[config.mk]
export PLATFORM = sky130hd
export DESIGN_NAME = mht_key_hash
export DESIGN_NICKNAME = d
export VERILOG_FILES = /design/src/hdl/mht_pkg.sv /design/src/hdl/mht_key_hash.sv
export SDC_FILE = /design/constraint.sdc
export NUM_CORES = 1
export LEC_CHECK = 0
export BUFFER_PORTS_ARGS = -buffer_cell sky130_fd_sc_hd__buf_2
export CORE_UTILIZATION = 53
export DETAILED_ROUTE_END_ITERATION = 10
export GPL_TIMING_DRIVEN = 0
export PLACE_DENSITY = 0.95
export SYNTH_ARGS = -nofsm -noshare
export SYNTH_HDL_FRONTEND = slang
export SYNTH_SLANG_ARGS = --single-unit
[constraint.sdc]
create_clock -name vclk -period 18.85
set_input_delay 2.8275 -clock vclk [all_inputs]
set_output_delay 2.8275 -clock vclk [all_outputs]
set_load 0.01 [all_outputs]
[src/hdl/mht_pkg.sv]
// ----------------------------------------------------------------------------
// mht_pkg
// Shared sizes, codes and entry layout for the mnemonic hash table.
// ----------------------------------------------------------------------------
package mht_pkg;

    localparam int NUM_BUCKETS = 20;
    localparam int CAPACITY    = 64;
    localparam int KEY_CHARS   = 8;

    localparam int KEY_W  = 64;
    localparam int OPC_W  = 8;
    localparam int CLS_W  = 2;
    localparam int STAT_W = 2;
    localparam int FMT_W  = 3;

    // link values run 0..CAPACITY, CAPACITY being the null link
    localparam int LINK_W = $clog2(CAPACITY + 1);
    localparam int IDX_W  = $clog2(CAPACITY);
    localparam int BKT_W  = $clog2(NUM_BUCKETS);

    // bucket = (c0 + c1) mod NUM_BUCKETS via reciprocal multiply
    localparam int SUM_W   = 9;
    localparam int RECIP_S = 16;
    localparam int RECIP   = (1 << RECIP_S) / NUM_BUCKETS;
    localparam int PROD_W  = SUM_W + RECIP_S;

    localparam logic [LINK_W-1:0] NULL_LINK = LINK_W'(CAPACITY);

    localparam logic REQ_INSERT = 1'b0;
    localparam logic REQ_LOOKUP = 1'b1;

    localparam logic [STAT_W-1:0] ST_OK        = 2'd0;
    localparam logic [STAT_W-1:0] ST_NOT_FOUND = 2'd1;
    localparam logic [STAT_W-1:0] ST_FULL      = 2'd2;

    localparam logic [CLS_W-1:0] CLS_FMT1 = 2'd0;
    localparam logic [CLS_W-1:0] CLS_FMT2 = 2'd1;

    localparam logic [FMT_W-1:0] FMT_NONE = 3'd0;
    localparam logic [FMT_W-1:0] FMT_1    = 3'd1;
    localparam logic [FMT_W-1:0] FMT_2    = 3'd2;
    localparam logic [FMT_W-1:0] FMT_3    = 3'd3;
    localparam logic [FMT_W-1:0] FMT_4    = 3'd4;

    typedef struct packed {
        logic [KEY_W-1:0]  key;
        logic [OPC_W-1:0]  opcode;
        logic [CLS_W-1:0]  cls;
        logic [LINK_W-1:0] link;
    } t_entry;

endpackage

[src/hdl/mht_key_hash.sv]
// ----------------------------------------------------------------------------
// mht_key_hash
// Trims a raw mnemonic to its key and computes the bucket index.
// ----------------------------------------------------------------------------
module mht_key_hash (
    input  logic [mht_pkg::KEY_W-1:0] i_mnemonic,
    output logic [mht_pkg::KEY_W-1:0] o_key,
    output logic [mht_pkg::BKT_W-1:0] o_bucket
);
    import mht_pkg::*;

    logic [SUM_W-1:0]  sum;
    logic [PROD_W-1:0] prod;
    logic [SUM_W-1:0]  quot;
    logic [SUM_W:0]    rem;

    // key ends at the first zero byte or after KEY_CHARS characters
    always_comb begin
        logic       run;
        logic [7:0] ch;
        run   = 1'b1;
        o_key = '0;
        for (int i = 0; i < 8; i++) begin
            ch = i_mnemonic[KEY_W-1-8*i -: 8];
            if (i >= KEY_CHARS || ch == 8'd0) begin
                run = 1'b0;
            end
            if (run) begin
                o_key[KEY_W-1-8*i -: 8] = ch;
            end
        end
    end

    always_comb begin
        sum  = SUM_W'(o_key[KEY_W-1 -: 8]) + SUM_W'(o_key[KEY_W-9 -: 8]);
        prod = PROD_W'(sum) * PROD_W'(RECIP);
        quot = prod[PROD_W-1 -: SUM_W];
        // quotient is exact or one low
        rem  = (SUM_W+1)'(sum) - (SUM_W+1)'((SUM_W+1)'(quot) * (SUM_W+1)'(NUM_BUCKETS));
        if (rem >= (SUM_W+1)'(NUM_BUCKETS)) begin
            rem = rem - (SUM_W+1)'(NUM_BUCKETS);
        end
        o_bucket = rem[BKT_W-1:0];
    end

endmodule

## Word level (Yosys, flattened, before mapping)

Cells that the tools add are included.

| cells by class | value |
|---|---|
| multiplexer cells | 17 |
| order comparisons | 1 |
| $mul | 2 |
| $add $sub $neg | 3 |
| reduce and logical (&&, ||, !) cells | 8 |

Operators with widths:

| operator | count |
|---|---|
| 8-bit logical NOT | 8 |
| 8-bit two-way mux | 8 |
| 9-bit by 10-bit multiplier with 19-bit output, second input constant | 1 |
| 10-bit by 5-bit greater-or-equal comparator with 1-bit output, second input constant | 1 |
| 9-bit by 10-bit subtractor with 10-bit output | 1 |
| 8-bit by 8-bit adder with 9-bit output | 1 |
| 5-bit by 3-bit multiplier with 8-bit output, second input constant | 1 |
| 1-bit two-way mux | 8 |
| 5-bit two-way mux | 1 |
| 5-bit subtractor, second input constant | 1 |

| storage, ports and cells | value |
|---|---|
| bits in registers | 0 |
| input bits | 64 |
| logic and storage cells | 31 |
| output and inout port bits | 69 |

## Depth between registers and ports, before layout

Gate-level depths: netlist of the first run.

| logic depth | value |
|---|---|
| depth in word-level cells | 10 |
| gate-level depth with buffers | 38 |

## Worst setup path after synthesis of the first run

No wires, ideal clock.

| path | value |
|---|---|
| kind | input to output |
| from | in i_mnemonic[58] in the netlist's numbering |
| to | out o_bucket[4] in the netlist's numbering |
| data required time | 16022 ps |
| buffers on the path | 0 |
| stages | 37 |
| setup slack | 4482 ps |
| arrival | 11541 ps |
| path through | or4_4 -> nor2_4 -> and2b_1 -> ha_1 -> fa_1 -> a21o_1 -> a21oi_1 -> o21bai_1 -> a21oi_1 -> nor2b_1 -> o21ai_0 -> nand2b_1 -> ha_1 -> fa_1 -> inv_1 -> fa_1 -> inv_1 -> fa_1 -> ha_1 -> nand3_1 -> nor4_1 -> o21a_1 -> o21a_1 -> o21ai_0 -> or3b_2 -> o2111ai_1 -> ha_1 -> ha_1 -> fa_1 -> inv_1 -> ha_1 -> or2_2 -> o311a_4 -> o22a_1 -> or3_1 -> mux2_2 -> o2111a_1 |

| on the way | value |
|---|---|
| cells in the longest elaborated chain, start to end | 10 |

RTL lines:

| item | RTL line | source |
|---|---|---|
| from (decl) | mht_key_hash.sv:6 | `input logic [mht_pkg::KEY_W-1:0] i_mnemonic,` |
| 8-bit logical NOT (*) | mht_key_hash.sv:25 | `if (i >= KEY_CHARS \|\| ch == 8'd0) begin` |
| 1-bit two-way mux (*) (2 in series) | mht_key_hash.sv:25 |  |
| 8-bit two-way mux (*) | mht_key_hash.sv:28 | `if (run) begin` |
| net o_key (one bit) | mht_key_hash.sv:7 | `output logic [mht_pkg::KEY_W-1:0] o_key,` |
| 8-bit by 8-bit adder with 9-bit output (*) | mht_key_hash.sv:35 | `sum = SUM_W'(o_key[KEY_W-1 -: 8]) + SUM_W'(o_key[KEY_W-9 -: 8]);` |
| 9-bit by 10-bit multiplier with 19-bit output | mht_key_hash.sv:36 | `prod = PROD_W'(sum) * PROD_W'(RECIP);` |
| 5-bit by 3-bit multiplier with 8-bit output | mht_key_hash.sv:39 | `rem = (SUM_W+1)'(sum) - (SUM_W+1)'((SUM_W+1)'(quot) * (SUM_W+1)'(NUM_BUCKETS));` |
| 9-bit by 10-bit subtractor with 10-bit output (*) | mht_key_hash.sv:39 |  |
| 10-bit by 5-bit greater-or-equal comparator with 1-bit output or 5-bit subtractor (tied branches) | mht_key_hash.sv:40, mht_key_hash.sv:41 |  |
| 5-bit two-way mux (*) | mht_key_hash.sv:40 | `if (rem >= (SUM_W+1)'(NUM_BUCKETS)) begin` |
| to (decl) | mht_key_hash.sv:8 | `output logic [mht_pkg::BKT_W-1:0] o_bucket` |

Mark *: on every way through the listed nets, which the timed path passes. The rest lies on a longest branch.

## Final worst setup path of the first run

| path | value |
|---|---|
| from | in i_mnemonic[58] in the netlist's numbering |
| to | out o_bucket[3] in the netlist's numbering |

| on the way | value |
|---|---|
| cells in the longest elaborated chain, start to end | 10 |

RTL lines:

| item | RTL line |
|---|---|
| 8-bit logical NOT | mht_key_hash.sv:25 |
| 1-bit two-way mux (2 in series) | mht_key_hash.sv:25 |
| 8-bit two-way mux | mht_key_hash.sv:28 |
| 8-bit by 8-bit adder with 9-bit output (*) | mht_key_hash.sv:35 |
| 9-bit by 10-bit multiplier with 19-bit output | mht_key_hash.sv:36 |
| 5-bit by 3-bit multiplier with 8-bit output | mht_key_hash.sv:39 |
| 9-bit by 10-bit subtractor with 10-bit output (*) | mht_key_hash.sv:39 |
| 10-bit by 5-bit greater-or-equal comparator with 1-bit output or 5-bit subtractor (tied branches) | mht_key_hash.sv:40, mht_key_hash.sv:41 |
| 5-bit two-way mux (*) | mht_key_hash.sv:40 |

Every way passes the cells marked *; elsewhere a longest branch is shown, timed or not.

==> key figures, run 1 <==
Logic synthesis
  • Most common cell in the netlist: ha_1
  • Syn. warnings: 0
  • Post-Syn Area: between 2000 and 3000 µm²
  • Avg Cell Area, Syn: 8.22 µm²
  • Top cells by count, synth: 63 x ha_1, 38 x and2_1, 36 x inv_1
  • Post-synthesis sequential area ratio: 0%
  • Netlist cell types: 50
  • Largest area contributor in the netlist: ha_1
  • Synth top area cells: ha_1 30%, fa_1 14%, and2_1 9.0%
  • Post-synth top area share: between 20% and 30%
  • Post-Syn Nets: around 470
  • Cells after Synth: between 300 and 400

Final layout
  • Layout cells sized above 1: 35.1%
  • Clkbuf count: 0
  • Antenna fix cells: 0
  • Storage cell area: 0 µm²
  • NumNets Final: 600
  • Syn-to-layout area delta: 28.5%
  • Sequential cell count: 0

STA
  • Setup TNS: 0 ns
  • Rel. slew slack: 63.5%
  • FMAX: approximately 65 MHz
  • # setup viols final: 0
  • Unrepaired setup endpoints after global routing: false
  • Worst hold slack: approximately 6.0 ns
  • Crit share post-route: 82.1%
  • Tmin final: 15.48 ns
  • Final Hold Fails: 0
  • Worst-Margin Slew: 0.544 ns
  • Final Max Slew Viols: 0

Die
  • Die Y: approximately 72 µm
  • Die Width: ~72 µm
  • Initial core utilization: between 50% and 60%
  • Row count: 25
  • Placeable Area: 4750 µm²
  • DIE AREA: roughly 5200 µm²
  • Top Ports: ~130

Critical path
  • Worst path slowest cell: fa_1
  • CP max FO: 9
  • CP top delay family: adder cells
  • Crit path launch type: primary input
  • CP required: between 15 and 20 ns
  • Kind of critical path: primary input to primary output
  • Worst path max stage delay: 0.57 ns
  • Crit. Startpoint: i_mnemonic[58]
  • Crit path buffers/inverters: 5
  • CP endpoint kind: primary output
  • CP arrival: between 10 and 15 ns
  • Most used cell, CP: ha_1

Hold path
  • Min-delay src: i_mnemonic[0]
  • Hold path endpoint: o_key[0]
  • Hold path cells: 3
  • Worst Hold Class: primary input to primary output

Place
  • Placer congestion estimate: roughly 0.96
  • Hpwl dp: around 7900 µm
  • IO Port Bufs: 133

Routing
  • Drt total wl: approximately 8600 µm
  • Via count: 2,891
  • Drt first pass iters: 4
  • Initial DRC count: approximately 130
  • DRT antenna net count: 0
  • Number of remaining DRC errors: 0
  • Wire per inst: 16.5 µm
  • Number of vias per cell: ~5.6

Outcome
  • Status: finished clean

Run
  • Max-cap violations: 0

Clock network
  • Postcts setup bufs: 0
  • Hold-fix buffers at CTS: 0
  • Post-cts sizing count: 0

GRT
  • Vias in the first global route: around 2,900
  • Tot GR Track Use: between 30% and 40%
  • Largest net degree at the start of global routing: 11
  • Global-route wire length before repair: between 10,000 and 15,000 µm
  • Initial antenna violation count: 0
  • Gr ovfl total: 0
worst min-delay path, cell delays in order:
cell and delay (ns):
buf_2 0.08, and2_1 0.10, buf_2 0.12
final cells by class:
class,count,area [µm²]
Tap cell,67,83.8
Fill cell,332,1380
Inverter,36,135
Timing Repair Buffer,133,666
Buffer,11,48.8
Multi-Input combinational cell,273,2450
layer usage:
layer	global-route usage [%]	wire length, µm	vias to the layer above
met5	0	0	-
li1	-	-	1378
met4	12.0	323	0
met2	60.6	4340	125
met1	38.9	3370	1360
met3	4.86	535	28
how the worst max path moves through the flow:
stage	to	slack, ns	depth (start not counted)
5_1_grt	o_bucket[2]	2.75	39
3_5_place_dp	o_bucket[3]	3.48	39
6_report	o_bucket[3]	3.37	39
3_3_place_gp	o_bucket[4]	3.68	39
4_1_cts	o_bucket[3]	3.45	39
2_1_floorplan	o_bucket[4]	4.48	37
cell families (layout without fill, tap and decap cells):
kind of cell / count (synthesis) / in the layout / share of synthesized area (%)
mux: 3 / 3 / 1.19
compound gates: 45 / 45 / 12.1
buf+inv: 47 / 180 / 6.99
simple gates: 128 / 128 / 30.7
xor+xnor: 16 / 16 / 5.33
fa+ha+maj: 81 / 81 / 43.7
placed cells by master (no fill, tap or decap), types with 5 or more instances in the layout:
master / instances
a21oi_1: 14
and2_1: 38
and2_4: 9
and2b_1: 7
buf_2: 133
clkbuf_1: 10
fa_1: 18
ha_1: 63
inv_1: 36
nand2_1: 10
nand3_1: 6
nor2_1: 10
nor4_1: 14
o21ai_0: 7
or2_2: 5
xnor2_1: 10
xor2_1: 6
through the flow:
step | setup slack [ns] | instances | instance area [µm²] | utilization (%)
finish | 3.37 | 520 | 3380 | 71.1
global route | 2.75 | 520 | 3380 | 71.1
CTS | 3.45 | 520 | 3380 | 71.1
detailed placement | 3.48 | 520 | 3380 | 71.1
global placement | 3.68 | 520 | 3380 | 71.1
floorplan | 4.48 | 320 | 2630 | -
Power of run 1 is left out: the tool's default activity adds up to more than one toggle a clock period on the data nets, which glitch-free logic cannot reach.
==> inputs of run 2 (changes only) <==
Settings changed: CORE_UTILIZATION 53 to 44, PLACE_DENSITY 0.95 to 0.88.
Clock period 18.85 ns to 12.85 ns, I/O delays scaled along.
==> run 2 against run 1 <==
  * Flip-flop and latch count unchanged
  * Worst hold slack got worse by 1.8 ns
  * Critical path depth shrank 1
  * Non-clock buffer count is 16 higher
  * Via count grew 6.7%
  * Cell count rose by 4.0%
  * Clock-buffer cell count unchanged
  * Largest cell class unchanged
==> key figures, run 2 (same netlist as run 1, synthesis figures left out) <==
Final layout
  • Layout cells sized above 1: ~43%
  • Most frequent cells in the layout: 133 x buf_2, 55 x ha_1, 38 x and2_1
  • NumNets Final: about 620
  • Area of the multi-input gates: ~2700 µm²
  • Leading cell type in the layout, fill and taps excluded: buf_2
  • Clkbuf count: 0
  • Syn-to-layout area delta: 41.1%
  • Sequential cell count: 0
  • FILL cells: roughly 430
  • Antenna fix cells: 0
  • Storage cell area: 0 µm²

Critical path
  • Worst path max stage delay: approximately 0.6 ns
  • CP arrival: 10.85 ns
  • CP required: around 11 ns
  • Worst path slowest cell: fa_1
  • Crit path launch type: primary input
  • CP endpoint kind: primary output
  • Kind of critical path: primary input to primary output
  • Most used cell, CP: ha_1
  • CP max FO: 4

Die
  • DIE AREA: around 6300 µm²
  • Die Width: roughly 79 µm
  • Initial core utilization: 46.6%
  • Top Ports: 133
  • Placeable Area: roughly 5600 µm²
  • Die Y: a little under 80 µm
  • Row count: 27

Routing
  • Drt total wl: around 10000 µm
  • Number of vias per cell: ~5.7
  • Number of remaining DRC errors: 0
  • Drt first pass iters: 4
  • DRT antenna net count: 0
  • Via count: 3,085
  • Initial DRC count: roughly 170
  • Wire per inst: 18.0 µm

GRT
  • Tot GR Track Use: 28.0%
  • Global-route wire length before repair: 13,800 µm
  • Largest net degree at the start of global routing: 11
  • Initial antenna violation count: 0
  • Vias in the first global route: around 3,000
  • Gr ovfl total: 0

STA
  • Rel. slew slack: between 50% and 60%
  • # setup viols final: 0
  • Worst hold slack: about 4.1 ns
  • Tmin final: approximately 13 ns
  • FMAX: between 70 and 80 MHz
  • Final Max Slew Viols: 0
  • Final Hold Fails: 0
  • Crit share post-route: between 90% and 100%
  • Worst-Margin Slew: around 0.67 ns

Clock network
  • Hold-fix buffers at CTS: 0

Run
  • Max-cap violations: 0

Place
  • Hpwl dp: around 8000 µm
  • IO Port Bufs: 133
  • Placer congestion estimate: approximately 0.93

Outcome
  • Status: finished clean

Hold path
  • Worst Hold Class: primary input to primary output
run 2: changes by cell type in the layout (fill, tap and decap cells not counted), moves of 3 or more:
cell	previous run	this run
o21ai_0	7	4
xnor2_1	10	7
a21oi_2	1	4
ha_4	0	7
xnor2_2	0	3
ha_1	63	55
a21oi_1	14	11
buf_4	0	16
run 2: worst max-delay path, delay by kind of cell:
family                   cells  cell delay [ns]
XOR/XNOR                     3             0.57
buffers and inverters        5             0.49
multiplexers                 1             0.28
AND/OR/NAND/NOR              7             1.91
adder cells (fa/ha/maj)      9             3.34
AO/OA/AOI/OAI               13             2.32
run 2: layer usage:
layer  up-vias  share of wire, %  GRT usage, %  wire length [µm]
met5         -                 0             0                 0
met3        46               6.4          2.76               621
met2       170                53          55.8              5140
li1       1409                 -             -                 -
met1      1460                36          29.1              3510
met4         0               5.0          11.6               484
run 2: final timing paths:
| path | slack [ns] | cells after the start | end | from |
|---|---|---|---|---|
| max | 0.07 | 38 | o_bucket[4] | i_mnemonic[58] |
| min | 4.14 | 3 | o_key[3] | i_mnemonic[3] |
run 2: cell type report:
class / count / area share [%]
inverters: 36 / 3.64
plain buffers: 11 / 1.31
repair buffers: 149 / 21.2
multi-input cells: 273 / 71.4
well taps: 72 / 2.43
run 2: stage by stage:
stage | setup slack [ns] | TNS [ns] | utilization [%] | cell area, µm² | instances
finish | 0.0719 | 0 | 65.8 | 3710 | 541
global route | -0.144 | -0.335 | 65.8 | 3710 | 541
CTS | 0.00000266 | 0 | 62.0 | 3500 | 531
detailed placement | -0.702 | -2.00 | 60.0 | 3390 | 525
global placement | -0.518 | -1.42 | 60.0 | 3390 | 525
floorplan | 0.282 | 0 | - | 2630 | 320
run 2: repair_timing:
item | in CTS | in global routing
pin swaps | 7 | 25
buffers inserted | 6 | 10
gates resized for setup | 12 | 26
setup endpoints to repair | 3 | 3
Power of run 2 is left out for the same reason.
==> inputs of run 3 (changes only) <==
Settings changed: BUFFER_PORTS_ARGS -buffer_cell sky130_fd_sc_hd__buf_2 to -buffer_cell sky130_fd_sc_hd__buf_4.
==> run 3 against run 2 <==
  * Worst setup slack lost 0.036 ns
  * Fmax fell by 0.28%
  * Global-route usage increased by 0.82 points
==> key figures, run 3 (same netlist as run 1, synthesis figures left out) <==
Routing
  • Via count: approximately 3,000
  • DRT antenna net count: 0
  • Drt total wl: approximately 10000 µm
  • Initial DRC count: 130
  • Number of remaining DRC errors: 0
  • Wire per inst: around 18 µm
  • Number of vias per cell: around 5.6
  • Drt first pass iters: 4

STA
  • FMAX: 78.0 MHz
  • Final Hold Fails: 0
  • Rel. slew slack: about three fifths
  • Final Max Slew Viols: 0
  • Crit share post-route: roughly 100%
  • Setup TNS: 0 ns
  • Tmin final: ~13 ns
  • Worst hold slack: between 4 and 5 ns
  • Worst-Margin Slew: between 0.5 and 0.6 ns
  • # setup viols final: 0
  • Unrepaired setup endpoints after global routing: true

Hold path
  • Worst Hold Class: primary input to primary output
  • Hold path endpoint: o_key[7]
  • Min-delay src: i_mnemonic[7]
  • Hold path cells: 3

GRT
  • Initial antenna violation count: 0
  • Global-route wire length before repair: between 10,000 and 15,000 µm
  • Gr ovfl total: 0
  • Grt met1 use: between 30% and 40%
  • Grt met3 use: between 2 and 3%
  • Largest net degree at the start of global routing: 11
  • Vias in the first global route: between 3,000 and 4,000
  • GRT Max-Usage Layer: met2
  • M2 GR Usage: 55.7%
  • Tot GR Track Use: 28.8%

Die
  • Initial core utilization: 46.6%
  • Row count: 27
  • Die Y: approximately 79 µm
  • Die Width: a little under 80 µm
  • DIE AREA: 6290 µm²
  • Placeable Area: ~5600 µm²
  • Top Ports: around 130

Critical path
  • CP arrival: roughly 11 ns
  • Most used cell, CP: ha_4
  • Crit path launch type: primary input
  • Worst path slowest cell: or4_4
  • Crit path buffers/inverters: 5
  • CP required: roughly 11 ns
  • CP top delay family: adder cells
  • Worst path max stage delay: between 0.5 and 0.6 ns
  • CP max FO: 4
  • CP endpoint kind: primary output
  • Kind of critical path: primary input to primary output

Place
  • IO Port Bufs: ~130
  • DP Area: 3720 µm²
  • Placer congestion estimate: about 0.94
  • Hpwl dp: ~7800 µm

Final layout
  • Final Util: 71.0%
  • Most frequent cells in the layout: 149 x buf_4, 57 x ha_1, 38 x and2_1
  • Leading cell type in the layout, fill and taps excluded: buf_4
  • Syn-to-layout area delta: 52.3%
  • Sequential cell count: 0
  • FILL cells: ~390
  • Design Area, Final: between 4000 and 5000 µm²
  • Layout cells sized above 1: a little over two fifths
  • Clkbuf count: 0
  • Antenna fix cells: 0
  • NumNets Final: 616
  • Storage cell area: 0 µm²
  • Area of the multi-input gates: ~2600 µm²

Clock network
  • Hold-fix buffers at CTS: 0

Run
  • Max-cap violations: 0

Outcome
  • Status: finished clean
## run 3: area by class of cell
cell class                      instances  share of cell area [%]
Buffer                                 11                    1.22
Inverter                               36                    3.37
Timing Repair Buffer                  149                    27.9
Multi-Input combinational cell        273                    65.2
Tap cell                               72                    2.25
## run 3: per-stage QoR
stage | setup slack, ns | cells
2_1_floorplan | 0.282 | 320
3_3_place_gp | -0.577 | 525
3_5_place_dp | -0.671 | 525
4_1_cts | 0.0117 | 532
5_1_grt | -0.366 | 541
6_report | 0.0359 | 541
## run 3: worst max-delay path by stage
stage	endpoint	start	depth (start not counted)
global placement	o_bucket[4]	i_mnemonic[58]	39
finish	o_bucket[3]	i_mnemonic[58]	40
detailed placement	o_bucket[4]	i_mnemonic[58]	39
global route	o_bucket[3]	i_mnemonic[58]	40
floorplan	o_bucket[4]	i_mnemonic[58]	37
CTS	o_bucket[4]	i_mnemonic[61]	39
## run 3: routing by layer
| metal | vias to the layer above | part of all wire (%) |
|---|---|---|
| li1 | 1408 | - |
| met1 | 1413 | 36 |
| met2 | 144 | 53 |
| met3 | 39 | 4.8 |
| met4 | 0 | 5.8 |
| met5 | - | 0 |
## run 3: what timing repair did
action                     in CTS  in global routing
pin swaps                      10                 26
resized for setup              14                 18
setup endpoints to repair       3                  3
setup buffers                   7                  9
Power of run 3 is left out for the same reason.
